## config.mk

```make
export PLATFORM = sky130hd
export DESIGN_NAME = pid_antiwindup_controller_top_flat
export DESIGN_NICKNAME = d
export VERILOG_FILES = /design/src/rtl/pid_aw_pkg.sv /design/src/rtl/pid_aw_in_if.sv /design/src/rtl/pid_aw_out_if.sv /design/src/rtl/pid_antiwindup_controller_top.sv /design/src/flat_wrapper.sv
export SDC_FILE = /design/constraint.sdc
export NUM_CORES = 2
export LEC_CHECK = 0
export BUFFER_PORTS_ARGS = -buffer_cell sky130_fd_sc_hd__buf_2
export CAP_MARGIN = 20
export CORE_ASPECT_RATIO = 0.75
export CORE_MARGIN = 8
export CORE_UTILIZATION = 60
export CTS_CLUSTER_DIAMETER = 200
export DETAILED_ROUTE_END_ITERATION = 12
export GPL_TIMING_DRIVEN = 0
export PLACE_DENSITY = 0.76
export SKIP_LAST_GASP = 1
export SYNTH_ARGS = -nofsm -noshare
export SYNTH_HDL_FRONTEND = slang
export SYNTH_SLANG_ARGS = --single-unit
export TNS_END_PERCENT = 10
```

## constraint.sdc

```tcl
create_clock -name i_clk -period 33.6 [get_ports i_clk]
set_input_delay 3.36 -clock i_clk [delete_from_list [all_inputs] [get_ports i_clk]]
set_output_delay 3.36 -clock i_clk [all_outputs]
set_load 0.02 [all_outputs]
```

## src/rtl/pid_aw_pkg.sv

```systemverilog
// Shared constants for the PID controller with integral clamp.
// Holds default widths, fraction positions, command codes and register indexes.
// No dependencies.
`timescale 1ns / 1ps

package pid_aw_pkg;

    localparam int DATA_WIDTH_DEF = 16;
    localparam int GAIN_WIDTH_DEF = 24;

    // fraction bits: integral holds IFRAC more than the data, gains OFRAC
    localparam int IFRAC = 8;
    localparam int OFRAC = 16;

    localparam int CMD_W = 1;
    localparam logic [CMD_W-1:0] CMD_STEP  = 1'b0;
    localparam logic [CMD_W-1:0] CMD_CLEAR = 1'b1;

    localparam int REG_IDX_W = 3;
    localparam logic [REG_IDX_W-1:0] REG_KP     = 3'd0;
    localparam logic [REG_IDX_W-1:0] REG_KI_DT  = 3'd1;
    localparam logic [REG_IDX_W-1:0] REG_KD_DT  = 3'd2;
    localparam logic [REG_IDX_W-1:0] REG_MIN    = 3'd3;
    localparam logic [REG_IDX_W-1:0] REG_MAX    = 3'd4;
    localparam logic [REG_IDX_W-1:0] REG_WINDUP = 3'd5;

endpackage

```

## src/rtl/pid_aw_in_if.sv

```systemverilog
// Input channel of the PID controller: one error sample or clear command per beat.
// Depends on pid_aw_pkg.
`timescale 1ns / 1ps

interface pid_aw_in_if #(
    parameter int DATA_WIDTH = pid_aw_pkg::DATA_WIDTH_DEF
);
    import pid_aw_pkg::*;

    logic                         valid;
    logic                         ready;
    logic [CMD_W-1:0]             cmd;
    logic signed [DATA_WIDTH-1:0] error_in;

    modport source (output valid, output cmd, output error_in, input ready);
    modport sink   (input valid, input cmd, input error_in, output ready);
endinterface

```

## src/rtl/pid_aw_out_if.sv

```systemverilog
// Output channel of the PID controller: drive value and integral per beat.
// Depends on pid_aw_pkg.
`timescale 1ns / 1ps

interface pid_aw_out_if #(
    parameter int DATA_WIDTH = pid_aw_pkg::DATA_WIDTH_DEF
);
    import pid_aw_pkg::*;

    logic                         valid;
    logic                         ready;
    logic signed [DATA_WIDTH-1:0] control_out;
    logic signed [DATA_WIDTH-1:0] integral_term;

    modport source (output valid, output control_out, output integral_term, input ready);
    modport sink   (input valid, input control_out, input integral_term, output ready);
endinterface

```

## src/rtl/pid_antiwindup_controller_top.sv

```systemverilog
// PID controller step with integral clamp (anti-windup) and output clamp.
// Depends on pid_aw_pkg, pid_aw_in_if and pid_aw_out_if.
`timescale 1ns / 1ps

// Each input beat carries a signed Q8.8 error sample (cmd step) or a clear
// command. A step adds ki_dt*error (floored to Q8.16) to the integral, clamps
// the integral to +/- windup_limit, then forms kp*e + integral + kd*(e - last e),
// floors it to Q8.8 and clamps it to [out_min, out_max]; when the limits
// are crossed out_max wins. A clear zeroes the integral and the last error
// and returns zero for both result fields. Each beat gives exactly one result
// beat. The datapath is three register stages (input capture, the three gain
// multipliers, integral update plus output sum and clamp); a result beat is
// registered in each in turn before it is offered. One beat is accepted every
// cycle while no stall backs up from the output. The integral add-and-clamp in
// the last stage and the last-error register in the first stage are the only
// loops; each feeds its own register back. Each stage moves on whenever the
// stage after it is empty or moving, so new beats still enter while a result
// waits at the output, until empty stages fill. Configuration is a plain write
// port (register index 0..5: kp_gain, ki_dt, kd_over_dt, out_min, out_max,
// windup_limit); writes take effect at once and are meant to be issued while
// the pipeline is empty. Writing ki_dt clears the integral; writing
// windup_limit caps the value at |out_max| and re-clamps the integral.
// Indexes beyond the list are ignored.
module pid_antiwindup_controller_top #(
    parameter int DATA_WIDTH = pid_aw_pkg::DATA_WIDTH_DEF,
    parameter int GAIN_WIDTH = pid_aw_pkg::GAIN_WIDTH_DEF,
    localparam int CFG_W = (GAIN_WIDTH > DATA_WIDTH) ? GAIN_WIDTH : DATA_WIDTH
) (
    input  logic                               i_clk,
    input  logic                               i_rst_n,
    input  logic                               i_cfg_we,
    input  logic [pid_aw_pkg::REG_IDX_W-1:0]   i_cfg_idx,
    input  logic [CFG_W-1:0]                   i_cfg_data,
    pid_aw_in_if.sink                          i_in_ch,
    pid_aw_out_if.source                       o_out_ch
);
    import pid_aw_pkg::*;

    // datapath widths
    localparam int P_W   = GAIN_WIDTH + DATA_WIDTH + 1;        // gain * error
    localparam int DE_W  = DATA_WIDTH + 1;                     // error difference
    localparam int D_W   = GAIN_WIDTH + DE_W + 1;              // gain * difference
    localparam int INC_W = P_W - IFRAC;                        // integral increment
    localparam int ACC_W = DATA_WIDTH + IFRAC;                 // integral, Q.16
    localparam int INT_W = ((ACC_W > INC_W) ? ACC_W : INC_W) + 1;
    localparam int SH_W  = ACC_W + IFRAC;                      // integral at Q.24
    localparam int SUM_W = ((D_W > SH_W) ? D_W : SH_W) + 2;
    localparam int Y_W   = SUM_W - OFRAC;
    localparam int WL_W  = DATA_WIDTH - 1;

    // configuration registers
    logic [GAIN_WIDTH-1:0]        r_kp;
    logic [GAIN_WIDTH-1:0]        r_ki;
    logic [GAIN_WIDTH-1:0]        r_kd;
    logic signed [DATA_WIDTH-1:0] r_min;
    logic signed [DATA_WIDTH-1:0] r_max;
    logic [WL_W-1:0]              r_windup;

    // controller state
    logic signed [ACC_W-1:0]      r_integral;
    logic signed [DATA_WIDTH-1:0] r_last_err;

    // stage 1: captured beat
    logic                         r_v1;
    logic [CMD_W-1:0]             r_cmd1;
    logic signed [DATA_WIDTH-1:0] r_e1;
    logic signed [DE_W-1:0]       r_de1;

    // stage 2: products
    logic                         r_v2;
    logic [CMD_W-1:0]             r_cmd2;
    logic signed [P_W-1:0]        r_p2;
    logic signed [P_W-1:0]        r_i2;
    logic signed [D_W-1:0]        r_d2;

    // stage 3: result register
    logic                         r_v3;
    logic signed [DATA_WIDTH-1:0] r_ctl;
    logic signed [DATA_WIDTH-1:0] r_iterm;

    logic en1, en2, en3;
    logic acc_in, step3;

    logic signed [DE_W-1:0]       n_de;
    logic signed [P_W-1:0]        n_p;
    logic signed [P_W-1:0]        n_i;
    logic signed [D_W-1:0]        n_d;

    logic signed [INC_W-1:0]      w_inc;
    logic signed [INT_W-1:0]      w_lim;
    logic signed [INT_W-1:0]      w_int_raw;
    logic signed [ACC_W-1:0]      n_integral;
    logic signed [SH_W-1:0]       w_int_sh;
    logic signed [SUM_W-1:0]      w_sum;
    logic signed [Y_W-1:0]        w_y;
    logic signed [Y_W-1:0]        w_lo;
    logic signed [Y_W-1:0]        w_hi;
    logic signed [Y_W-1:0]        w_y_cl;
    logic signed [DATA_WIDTH-1:0] n_ctl;
    logic signed [DATA_WIDTH-1:0] n_iterm;

    logic                         cfg_ki_wr;
    logic                         cfg_wl_wr;
    logic [DATA_WIDTH-1:0]        w_cap;
    logic [WL_W-1:0]              w_wl_req;
    logic [WL_W-1:0]              n_windup;
    logic signed [INT_W-1:0]      w_wl_lim;
    logic signed [ACC_W-1:0]      w_int_reclamp;
    logic signed [ACC_W-1:0]      w_lim_acc;

    function automatic logic signed [INT_W-1:0] f_clamp(
        input logic signed [INT_W-1:0] v,
        input logic signed [INT_W-1:0] lim
    );
        logic signed [INT_W-1:0] res;
        res = v;
        if (res < -lim) begin
            res = -lim;
        end
        if (res > lim) begin
            res = lim;
        end
        return res;
    endfunction

    // each stage advances when the next one is empty or advancing
    assign en3 = !r_v3 || o_out_ch.ready;
    assign en2 = !r_v2 || en3;
    assign en1 = !r_v1 || en2;
    assign i_in_ch.ready = en1;
    assign acc_in = i_in_ch.valid && en1;
    assign step3  = r_v2 && en3;

    assign o_out_ch.valid         = r_v3;
    assign o_out_ch.control_out   = r_ctl;
    assign o_out_ch.integral_term = r_iterm;

    // stage 1: difference against the last accepted error
    assign n_de = DE_W'(i_in_ch.error_in) - DE_W'(r_last_err);

    // stage 2: the three gain products
    assign n_p = $signed({1'b0, r_kp}) * r_e1;
    assign n_i = $signed({1'b0, r_ki}) * r_e1;
    assign n_d = $signed({1'b0, r_kd}) * r_de1;

    // stage 3: integral update, sum, floor and clamp
    assign w_inc      = r_i2[P_W-1:IFRAC];
    assign w_lim      = INT_W'($signed({1'b0, r_windup, {IFRAC{1'b0}}}));
    assign w_lim_acc  = ACC_W'($signed({1'b0, r_windup, {IFRAC{1'b0}}}));
    assign w_int_raw  = INT_W'(r_integral) + INT_W'(w_inc);
    assign n_integral = ACC_W'(f_clamp(w_int_raw, w_lim));
    assign w_int_sh   = $signed({n_integral, {IFRAC{1'b0}}});
    assign w_sum      = SUM_W'(r_p2) + SUM_W'(r_d2) + SUM_W'(w_int_sh);
    assign w_y        = w_sum[SUM_W-1:OFRAC];
    assign w_lo       = Y_W'(r_min);
    assign w_hi       = Y_W'(r_max);

    always_comb begin
        w_y_cl = w_y;
        if (w_y_cl < w_lo) begin
            w_y_cl = w_lo;
        end
        if (w_y_cl > w_hi) begin
            w_y_cl = w_hi;
        end
    end

    always_comb begin
        if (r_cmd2 == CMD_CLEAR) begin
            n_ctl   = '0;
            n_iterm = '0;
        end else begin
            n_ctl   = w_y_cl[DATA_WIDTH-1:0];
            n_iterm = n_integral[ACC_W-1:IFRAC];
        end
    end

    // windup write: cap at |out_max|, then re-clamp the integral
    assign cfg_ki_wr = i_cfg_we && (i_cfg_idx == REG_KI_DT);
    assign cfg_wl_wr = i_cfg_we && (i_cfg_idx == REG_WINDUP);
    assign w_cap     = r_max[DATA_WIDTH-1] ? DATA_WIDTH'(-r_max) : DATA_WIDTH'(r_max);
    assign w_wl_req  = i_cfg_data[WL_W-1:0];
    assign n_windup  = ({1'b0, w_wl_req} > w_cap) ? w_cap[WL_W-1:0] : w_wl_req;
    assign w_wl_lim  = INT_W'($signed({1'b0, n_windup, {IFRAC{1'b0}}}));
    assign w_int_reclamp = ACC_W'(f_clamp(INT_W'(r_integral), w_wl_lim));

    // control state and configuration
    always_ff @(posedge i_clk) begin
        if (!i_rst_n) begin
            r_v1       <= 1'b0;
            r_v2       <= 1'b0;
            r_v3       <= 1'b0;
            r_last_err <= '0;
            r_integral <= '0;
            r_kp       <= '0;
            r_ki       <= '0;
            r_kd       <= '0;
            r_min      <= {1'b1, {(DATA_WIDTH-1){1'b0}}};
            r_max      <= {1'b0, {(DATA_WIDTH-1){1'b1}}};
            r_windup   <= '1;
        end else begin
            if (en1) begin
                r_v1 <= i_in_ch.valid;
            end
            if (en2) begin
                r_v2 <= r_v1;
            end
            if (en3) begin
                r_v3 <= r_v2;
            end
            if (acc_in) begin
                r_last_err <= (i_in_ch.cmd == CMD_CLEAR) ? '0 : i_in_ch.error_in;
            end

            // a ki_dt or windup_limit write overrides a step on the integral
            if (cfg_ki_wr) begin
                r_integral <= '0;
            end else if (cfg_wl_wr) begin
                r_integral <= w_int_reclamp;
            end else if (step3) begin
                r_integral <= (r_cmd2 == CMD_CLEAR) ? '0 : n_integral;
            end

            if (i_cfg_we) begin
                case (i_cfg_idx)
                    REG_KP:     r_kp     <= i_cfg_data[GAIN_WIDTH-1:0];
                    REG_KI_DT:  r_ki     <= i_cfg_data[GAIN_WIDTH-1:0];
                    REG_KD_DT:  r_kd     <= i_cfg_data[GAIN_WIDTH-1:0];
                    REG_MIN:    r_min    <= i_cfg_data[DATA_WIDTH-1:0];
                    REG_MAX:    r_max    <= i_cfg_data[DATA_WIDTH-1:0];
                    REG_WINDUP: r_windup <= n_windup;
                    default: begin
                        // drop writes beyond the register list
                    end
                endcase
            end
        end
    end

    // payload stages
    always_ff @(posedge i_clk) begin
        if (acc_in) begin
            r_cmd1 <= i_in_ch.cmd;
            r_e1   <= i_in_ch.error_in;
            r_de1  <= n_de;
        end
        if (en2 && r_v1) begin
            r_cmd2 <= r_cmd1;
            r_p2   <= n_p;
            r_i2   <= n_i;
            r_d2   <= n_d;
        end
        if (step3) begin
            r_ctl   <= n_ctl;
            r_iterm <= n_iterm;
        end
    end

`ifndef SYNTHESIS
    a_integral_in_limit: assert property (@(posedge i_clk) disable iff (!i_rst_n)
        (r_integral <= w_lim_acc) && (r_integral >= -w_lim_acc))
        else $error("integral outside windup limit");

    a_windup_capped: assert property (@(posedge i_clk) disable iff (!i_rst_n)
        cfg_wl_wr |=> ({1'b0, r_windup} <= w_cap))
        else $error("windup limit above |out_max| after write");

    a_ki_write_clears: assert property (@(posedge i_clk) disable iff (!i_rst_n)
        cfg_ki_wr |=> (r_integral == '0))
        else $error("ki_dt write did not clear integral");

    a_clear_zero_result: assert property (@(posedge i_clk) disable iff (!i_rst_n)
        (step3 && (r_cmd2 == CMD_CLEAR))
            |=> (r_v3 && (r_ctl == '0) && (r_iterm == '0)))
        else $error("clear beat gave nonzero result");

    a_result_holds: assert property (@(posedge i_clk) disable iff (!i_rst_n)
        (r_v2 && !en3) |=> (r_v2 && r_v3))
        else $error("stage 2 beat lost under stall");
`endif

endmodule

```

## src/flat_wrapper.sv

```systemverilog
// flat-port wrapper written by rule: the top's interface ports become plain ports
module pid_antiwindup_controller_top_flat import pid_aw_pkg::*;
#(
    parameter int DATA_WIDTH = pid_aw_pkg::DATA_WIDTH_DEF,
    parameter int GAIN_WIDTH = pid_aw_pkg::GAIN_WIDTH_DEF,
    localparam int CFG_W = (GAIN_WIDTH > DATA_WIDTH) ? GAIN_WIDTH : DATA_WIDTH
)
  (i_clk, i_rst_n, i_cfg_we, i_cfg_idx, i_cfg_data, i_in_ch_valid, i_in_ch_cmd, i_in_ch_error_in, i_in_ch_ready, o_out_ch_valid, o_out_ch_control_out, o_out_ch_integral_term, o_out_ch_ready);
  pid_aw_in_if #(.DATA_WIDTH(DATA_WIDTH)) i_in_ch_i ();
  pid_aw_out_if #(.DATA_WIDTH(DATA_WIDTH)) o_out_ch_i ();
  input  logic i_clk;
  input  logic i_rst_n;
  input  logic i_cfg_we;
  input  logic [pid_aw_pkg::REG_IDX_W-1:0] i_cfg_idx;
  input  logic [CFG_W-1:0] i_cfg_data;
  input wire logic [$bits(i_in_ch_i.valid)-1:0] i_in_ch_valid;
  input wire logic [$bits(i_in_ch_i.cmd)-1:0] i_in_ch_cmd;
  input wire logic [$bits(i_in_ch_i.error_in)-1:0] i_in_ch_error_in;
  output wire logic [$bits(i_in_ch_i.ready)-1:0] i_in_ch_ready;
  output wire logic [$bits(o_out_ch_i.valid)-1:0] o_out_ch_valid;
  output wire logic [$bits(o_out_ch_i.control_out)-1:0] o_out_ch_control_out;
  output wire logic [$bits(o_out_ch_i.integral_term)-1:0] o_out_ch_integral_term;
  input wire logic [$bits(o_out_ch_i.ready)-1:0] o_out_ch_ready;
  assign i_in_ch_i.valid = i_in_ch_valid;
  assign i_in_ch_i.cmd = i_in_ch_cmd;
  assign i_in_ch_i.error_in = i_in_ch_error_in;
  assign i_in_ch_ready = i_in_ch_i.ready;
  assign o_out_ch_valid = o_out_ch_i.valid;
  assign o_out_ch_control_out = o_out_ch_i.control_out;
  assign o_out_ch_integral_term = o_out_ch_i.integral_term;
  assign o_out_ch_i.ready = o_out_ch_ready;
  pid_antiwindup_controller_top #(.DATA_WIDTH(DATA_WIDTH), .GAIN_WIDTH(GAIN_WIDTH)) u_core (.i_clk(i_clk), .i_rst_n(i_rst_n), .i_cfg_we(i_cfg_we), .i_cfg_idx(i_cfg_idx), .i_cfg_data(i_cfg_data), .i_in_ch(i_in_ch_i), .o_out_ch(o_out_ch_i));
endmodule
```

# Yosys cells after proc, flatten, opt, wreduce, memory -nomap -nowiden
# Cells that the tools add are included.
# W data, S select, Z words.
# totals
reg_bits,353
output_inout_bits,34
in_bits,49
wordCells,75
# classes
n_mux,12
n_reduce_logical,20
eq_ne,5
n_addsub,7
n_lt_le_gt_ge,7
bitwise,1
n_mul,3
# ops
operator,n
$mux W24,5
$mul A25 B16 Y41,2
$gt A34 B24 Y1,2
$mux W34,2
$neg A23 Y34,2
$mux W16,3
$add A43 B32 Y44,1
$add A41 B42 Y43,1
$mul A25 B17 Y42,1
$add A24 B33 Y34,1
$lt A24 B34 Y1,1
$lt A34 B34 Y1,1
$gt A28 B16 Y1,1
$lt A28 B16 Y1,1
$mux W28,1
$sub A16 B16 Y17,1
$gt A15 B16 Y1,1
$neg A16 Y16,1
$mux W15,1
$reduce_and A2 Y1,6
$eq A3 B2 Y1 const B,2
$eq A3 B3 Y1 const B,2
$logic_and A1 B1 Y1,5
$eq A3 B1 Y1 const B,1
other kinds (6),10

# Depth between registers and ports, before layout
# logic_depth
depth_word,10
mapped_depth,78

# Worst setup path before layout
# No wires, ideal clock.
# synth_timing
path_kind,register to register
start,register u_core.r_i2[26]
end,register u_core.r_ctl[1] (netlist: u_core.o_out_ch.control_out[1]) (data pin)
setup_slack_ns,18.769
arrival_time_ns,14.565
period_less_slack_ns,14.831
path_stages_with_launch,60
t_required_ns,33.334
cell_sequence,edfxtp_1 ha_1 a211oi_1 o21bai_1 o311a_1 or2_0 a311o_1 a21oi_1 xnor2_1 ha_1 a21o_1 a21o_1 a211oi_1 o21bai_1 a211oi_1 mux2i_1 a211oi_4 buf_4 [24 not listed] nor4_1 nand3_1 o311a_1 nand2_1 clkbuf_1 buf_1 mux2_2 ha_1 nand4_1 or2_2 nor3_1 a211oi_1 o21ai_0 nand2b_1 nand3_1 clkbuf_1 mux2i_1 nor2_1
# synth_via
elab_chain_len,10
# synth_rtl
item,line_no,text
from (decl),pid_antiwindup_controller_top.sv:73,logic signed [P_W-1:0] r_i2;
from (signal assigned),pid_antiwindup_controller_top.sv:250,r_i2 <= n_i;
$add A24 B33 Y34 *,pid_antiwindup_controller_top.sv:150,assign w_int_raw = INT_W'(r_integral) + INT_W'(w_inc);
$lt A34 B34 Y1,pid_antiwindup_controller_top.sv:117,if (res < -lim) begin
$mux W34 *,pid_antiwindup_controller_top.sv:117,
$gt A34 B24 Y1,pid_antiwindup_controller_top.sv:120,if (res > lim) begin
$mux W24 *,pid_antiwindup_controller_top.sv:120,
net u_core.n_integral[23],pid_antiwindup_controller_top.sv:92,logic signed [ACC_W-1:0] n_integral;
$add A43 B32 Y44 *,pid_antiwindup_controller_top.sv:153,assign w_sum = SUM_W'(r_p2) + SUM_W'(r_d2) + SUM_W'(w_int_sh);
$lt A28 B16 Y1,pid_antiwindup_controller_top.sv:160,if (w_y_cl < w_lo) begin
$mux W28 *,pid_antiwindup_controller_top.sv:160,
$gt A28 B16 Y1,pid_antiwindup_controller_top.sv:163,if (w_y_cl > w_hi) begin
$mux W16 *,pid_antiwindup_controller_top.sv:163,
to (signal assigned),pid_antiwindup_controller_top.sv:254,r_ctl <= n_ctl;
to (decl),pid_antiwindup_controller_top.sv:78,logic signed [DATA_WIDTH-1:0] r_ctl;
# Mark *: on every way through the listed nets, which the timed path passes. The rest lies on a longest branch.
# A chain may end at the register's enable or synchronous reset.

# Worst setup path after layout
# layout_timing
start,register u_core.r_integral[23]
end,register u_core.r_ctl[1] (netlist: u_core.o_out_ch.control_out[1]) (data pin)
# layout_via
elab_chain_len,10
# layout_rtl
item,line_no,text
from (decl),pid_antiwindup_controller_top.sv:60,logic signed [ACC_W-1:0] r_integral;
from (signal assigned),pid_antiwindup_controller_top.sv:219,r_integral <= w_int_reclamp;
from (signal assigned),pid_antiwindup_controller_top.sv:221,r_integral <= (r_cmd2 == CMD_CLEAR) ? '0 : n_integral;
$add A24 B33 Y34 *,pid_antiwindup_controller_top.sv:150,
$lt A34 B34 Y1,pid_antiwindup_controller_top.sv:117,
$mux W34 *,pid_antiwindup_controller_top.sv:117,
$gt A34 B24 Y1,pid_antiwindup_controller_top.sv:120,
$mux W24 *,pid_antiwindup_controller_top.sv:120,
$add A43 B32 Y44 *,pid_antiwindup_controller_top.sv:153,
$lt A28 B16 Y1,pid_antiwindup_controller_top.sv:160,
$mux W28 *,pid_antiwindup_controller_top.sv:160,
$gt A28 B16 Y1,pid_antiwindup_controller_top.sv:163,
$mux W16 *,pid_antiwindup_controller_top.sv:163,
# Mark *: on every way between the ends. The rest lies on a longest branch, timed or not.

==> run_summary.xml <==
<?xml version="1.0" encoding="UTF-8"?>
<metrics>
  <group name="routing">
    <metric name="drc" unit="">0</metric>
    <metric name="wl_per_cell" unit="um">22.7</metric>
    <metric name="firstDrtPassIters" unit="">6</metric>
    <metric name="detailedRoute.firstIterationViolations" unit="">5195</metric>
    <metric name="avgViaCountPerCell" unit="">5.90</metric>
    <metric name="postRouteWirelength" unit="um">188000</metric>
    <metric name="postRouteAntennaNets" unit="">0</metric>
    <metric name="routed-via-count" unit="">48800</metric>
  </group>
  <group name="floorplan">
    <metric name="die_y" unit="um">292</metric>
    <metric name="io-pin-count" unit="">83</metric>
    <metric name="die-area" unit="um2">112000</metric>
    <metric name="die-width" unit="um">383</metric>
    <metric name="floorplan.initialDensity" unit="%">60.2</metric>
    <metric name="floorplan.core_area" unit="um2">101000</metric>
    <metric name="floorplan_row_count" unit="">101</metric>
  </group>
  <group name="timing">
    <metric name="unrepaired_setup_endpoints_after_global_routing" unit="">no</metric>
    <metric name="timing_max_transition_violations_final" unit="">0</metric>
    <metric name="fin_tns_setup" unit="ps">0</metric>
    <metric name="achievable-frequency" unit="MHz">52.3</metric>
    <metric name="worst_slew_margin_rel" unit="%">16.1</metric>
    <metric name="final.setup_skew" unit="ps">38.4</metric>
    <metric name="timing.final.crit_period" unit="ps">19130</metric>
    <metric name="hold_violation_total_from_the_final_report" unit="">0</metric>
    <metric name="timing.final.setup_violations" unit="">0</metric>
    <metric name="layout_worst_path_cycle_share" unit="%">56.9</metric>
    <metric name="worst-slew-pin-transition" unit="ps">1260</metric>
  </group>
  <group name="critical_path">
    <metric name="worst-endpoint-required" unit="ps">33920</metric>
    <metric name="timing.critical_path.to_type" unit="">flip-flop</metric>
    <metric name="cpMaxStageDelayCell" unit="">sky130_fd_sc_hd__dfxtp_1</metric>
    <metric name="crit_type" unit="">reg -&gt; reg</metric>
    <metric name="critical_path_max_stage_delay" unit="ps">1080</metric>
    <metric name="regToRegStartpoint" unit="">u_core.r_integral[23]</metric>
    <metric name="timing.critical_path.buf_inv" unit="">5</metric>
    <metric name="critical-path-top-delay-family" unit="">compound AO/OA/AOI/OAI gates</metric>
    <metric name="arrival_time_reported_for_the_critical_path_endpoint" unit="ps">19450</metric>
    <metric name="crit_path_start" unit="">u_core.r_integral[23]</metric>
    <metric name="cp-start-kind" unit="">flip-flop</metric>
    <metric name="crit_path_max_fanout" unit="">21</metric>
  </group>
  <group name="clocking">
    <metric name="cts-resized-gates" unit="">0</metric>
    <metric name="cts-htree-levels" unit="">2</metric>
    <metric name="clock_insertion_delay_at_the_later_pin_of_the_skew_report" unit="ps">610</metric>
    <metric name="cts.hold.buffers_added" unit="">0</metric>
    <metric name="clock_tree_from_tritoncts" unit="">done</metric>
    <metric name="cts_post_setup_buffers_inserted" unit="">0</metric>
    <metric name="tritoncts_num_sinks" unit="">345</metric>
    <metric name="clock_path_buffers" unit="">3</metric>
    <metric name="numCtsBuffers" unit="">40</metric>
    <metric name="clkTransAtPathRegs" unit="ps">60</metric>
    <metric name="clk_tree_root_cell" unit="">sky130_fd_sc_hd__clkbuf_16</metric>
  </group>
  <group name="synthesis">
    <metric name="ys_seq_area_share" unit="%">14.4</metric>
    <metric name="netlist_area" unit="um2">60700</metric>
    <metric name="netlist-cell-type-count" unit="">96</metric>
    <metric name="postSynthRegisterBits" unit="">345</metric>
    <metric name="synth_area_leader_cell" unit="">sky130_fd_sc_hd__fa_1</metric>
    <metric name="synth_enable_flop_cells" unit="">183</metric>
    <metric name="synth-async-reset-ratio" unit="%">0</metric>
    <metric name="postSynthAreaPerCell" unit="um2">9.01</metric>
    <metric name="syn-num-nets" unit="">8434</metric>
    <metric name="ys_dominant_reg_cell" unit="">sky130_fd_sc_hd__edfxtp_1</metric>
    <metric name="postSynthCellCount" unit="">6745</metric>
    <metric name="warning_count_from_the_yosys_run" unit="">0</metric>
    <metric name="synth_area_leaders" unit="">sky130_fd_sc_hd__fa_1 32%, sky130_fd_sc_hd__ha_1 14%, sky130_fd_sc_hd__edfxtp_1 9.0%, sky130_fd_sc_hd__inv_1 7.9%, sky130_fd_sc_hd__nand2_1 6.2%</metric>
    <metric name="synth_largest_type_area_fraction" unit="%">32.2</metric>
  </group>
  <group name="final_layout">
    <metric name="num-fill-cells" unit="">8460</metric>
    <metric name="layout.cell_area.non_filler" unit="um2">64600</metric>
    <metric name="layout.cells.most_common" unit="">sky130_fd_sc_hd__inv_1</metric>
    <metric name="mostFrequentLayoutCells" unit="">1282 x sky130_fd_sc_hd__inv_1, 1001 x sky130_fd_sc_hd__nand2_1, 976 x sky130_fd_sc_hd__fa_1, 664 x sky130_fd_sc_hd__ha_1, 438 x sky130_fd_sc_hd__and2_1</metric>
    <metric name="drive_gt1_share" unit="%">3.86</metric>
    <metric name="area.growth.synth_to_final" unit="%">6.35</metric>
    <metric name="num-nets-final" unit="">8579</metric>
  </group>
  <group name="grt">
    <metric name="largest_net_degree_at_the_start_of_global_routing" unit="">30</metric>
    <metric name="grt_pass1_vias" unit="">48600</metric>
    <metric name="grt_usage" unit="%">33.6</metric>
    <metric name="wire_length_of_the_first_global_routing_pass" unit="um">289000</metric>
    <metric name="grt_overflow_total" unit="">0</metric>
    <metric name="initial_antenna_violation_count" unit="">14</metric>
  </group>
  <group name="power">
    <metric name="power.ir.vdd_worst" unit="V">0.0000353</metric>
    <metric name="power_density" unit="nW/um2">34.6</metric>
    <metric name="power_leakage" unit="nW">30.6</metric>
  </group>
  <group name="outcome">
    <metric name="run_status" unit="">completed</metric>
  </group>
  <group name="placement">
    <metric name="placed_cell_area" unit="um2">63100</metric>
    <metric name="port_buffers" unit="">81</metric>
    <metric name="detailed_place_hpwl" unit="um">155000</metric>
    <metric name="gp_routability_congestion" unit="">0.972</metric>
  </group>
  <group name="min_path">
    <metric name="min-delay-path-class" unit="">reg -&gt; reg</metric>
    <metric name="hold_path_startpoint" unit="">u_core.r_cmd1</metric>
  </group>
  <group name="flow_run">
    <metric name="drv.max_cap_violation_count" unit="">0</metric>
  </group>
</metrics>
## Yosys cell counts, drive strengths merged (9+ instances only)
library cell,n
inv,1282
nand2,1004
fa,976
ha,664
and2,438
clkbuf,273
nor2,198
a21oi,184
edfxtp,183
dfxtp,162
o21ai,139
xnor2,138
a21o,126
a21boi,103
nand2b,101
nor3,70
nor2b,63
nand3,56
mux2i,53
o21a,51
xor2,46
o211ai,45
a211oi,36
mux2,36
nand4,34
a31oi,30
nor4,21
nor3b,20
and3,17
o21bai,17
buf,15
or3,15
o31ai,11
or2,11
and4,10
a22o,9
a31o,9
o22ai,9
## worst reg2reg max path, delay by kind of cell (launching register included)
kind | cells | cell delay, ps
compound gates | 25 | 6470
xor+xnor | 2 | 680
fa+ha+maj | 7 | 2420
buf+inv | 5 | 1860
flops | 1 | 1080
mux | 4 | 1350
simple gates | 21 | 5030
## cell families (layout without fill, tap and decap cells)
kind of cell | count (synthesis) | count (layout) | synth area share, %
simple gates | 2082 | 2082 | 16.5
xor+xnor | 184 | 184 | 2.65
mux | 89 | 89 | 1.58
buf+inv | 1571 | 1748 | 9.75
flops | 345 | 345 | 14.4
fa+ha+maj | 1640 | 1640 | 45.8
compound gates | 834 | 834 | 9.25
other cells | 0 | 11 | 0
## per-layer routing
metal	share of wire (%)	global-route usage, %	wire length [um]	vias to the layer above
met2	40	47.4	75200	2698
li1	-	-	-	21600
met3	14	10.4	26400	437
met4	4.0	11.2	7420	6
met5	0.021	0	40	-
met1	42	49.0	78500	24100
## final timing paths
| kind | depth (start not counted) | endpoint | slack, ps |
|---|---|---|---|
| setup / recovery | 64 | u_core.o_out_ch.control_out[1] | 14470 |
| hold / removal | 0 | u_core.r_cmd2 | 430 |
| setup reg to reg | 64 | u_core.o_out_ch.control_out[1] | 14470 |
| hold reg to reg | 0 | u_core.r_cmd2 | 430 |
## sequential cells by signal (all words and copies together), names as in the netlist, 15 cells and up
name and cells:
u_core.r_i2 33, u_core.r_kd 24, u_core.r_ki 24, u_core.r_de1 17
u_core.r_e1 16, u_core.r_min 16, u_core.r_last_err 16, u_core.r_integral 24
u_core.r_kp 24, u_core.o_out_ch.control_out 16, u_core.o_out_ch.integral_term 16, u_core.r_windup 15
u_core.r_max 16, u_core.r_d2 42, u_core.r_p2 41
## final cells by class
cell class                      instances  area (um2)  share of cell area [%]
Clock inverter                         25         312                   0.482
Timing Repair Buffer                  103         701                    1.08
Inverter                             1283        4820                    7.46
Multi-Input combinational cell       4829       46100                    71.4
Clock buffer                           49        1120                    1.73
Buffer                                288        1110                    1.72
Tap cell                             1339        1680                    2.59
Antenna cell                           11        27.5                  0.0426
Sequential cell                       345        8740                    13.5
## per-stage QoR
stage               worst slack (ps)  hold WS (ps)  std cells  util (%)  total power (W)
CTS                            14950           426       8255      64.0          0.00219
global placement               14840           406       8165      62.3          0.00168
global route                   13650           437       8263      64.0          0.00237
detailed placement             15000           412       8181      62.5          0.00171
floorplan                      18770           400       6745         -          0.00132
finish                         14470           431       8272      64.1          0.00223
## where the power goes
part           total [W]  internal [W]  leakage, nW  switching, W
registers       0.000530      0.000494         3.05     0.0000364
clock network   0.000483      0.000279        0.694      0.000204
logic            0.00122      0.000454         26.9      0.000766
(Power assumes the default switching activity.)
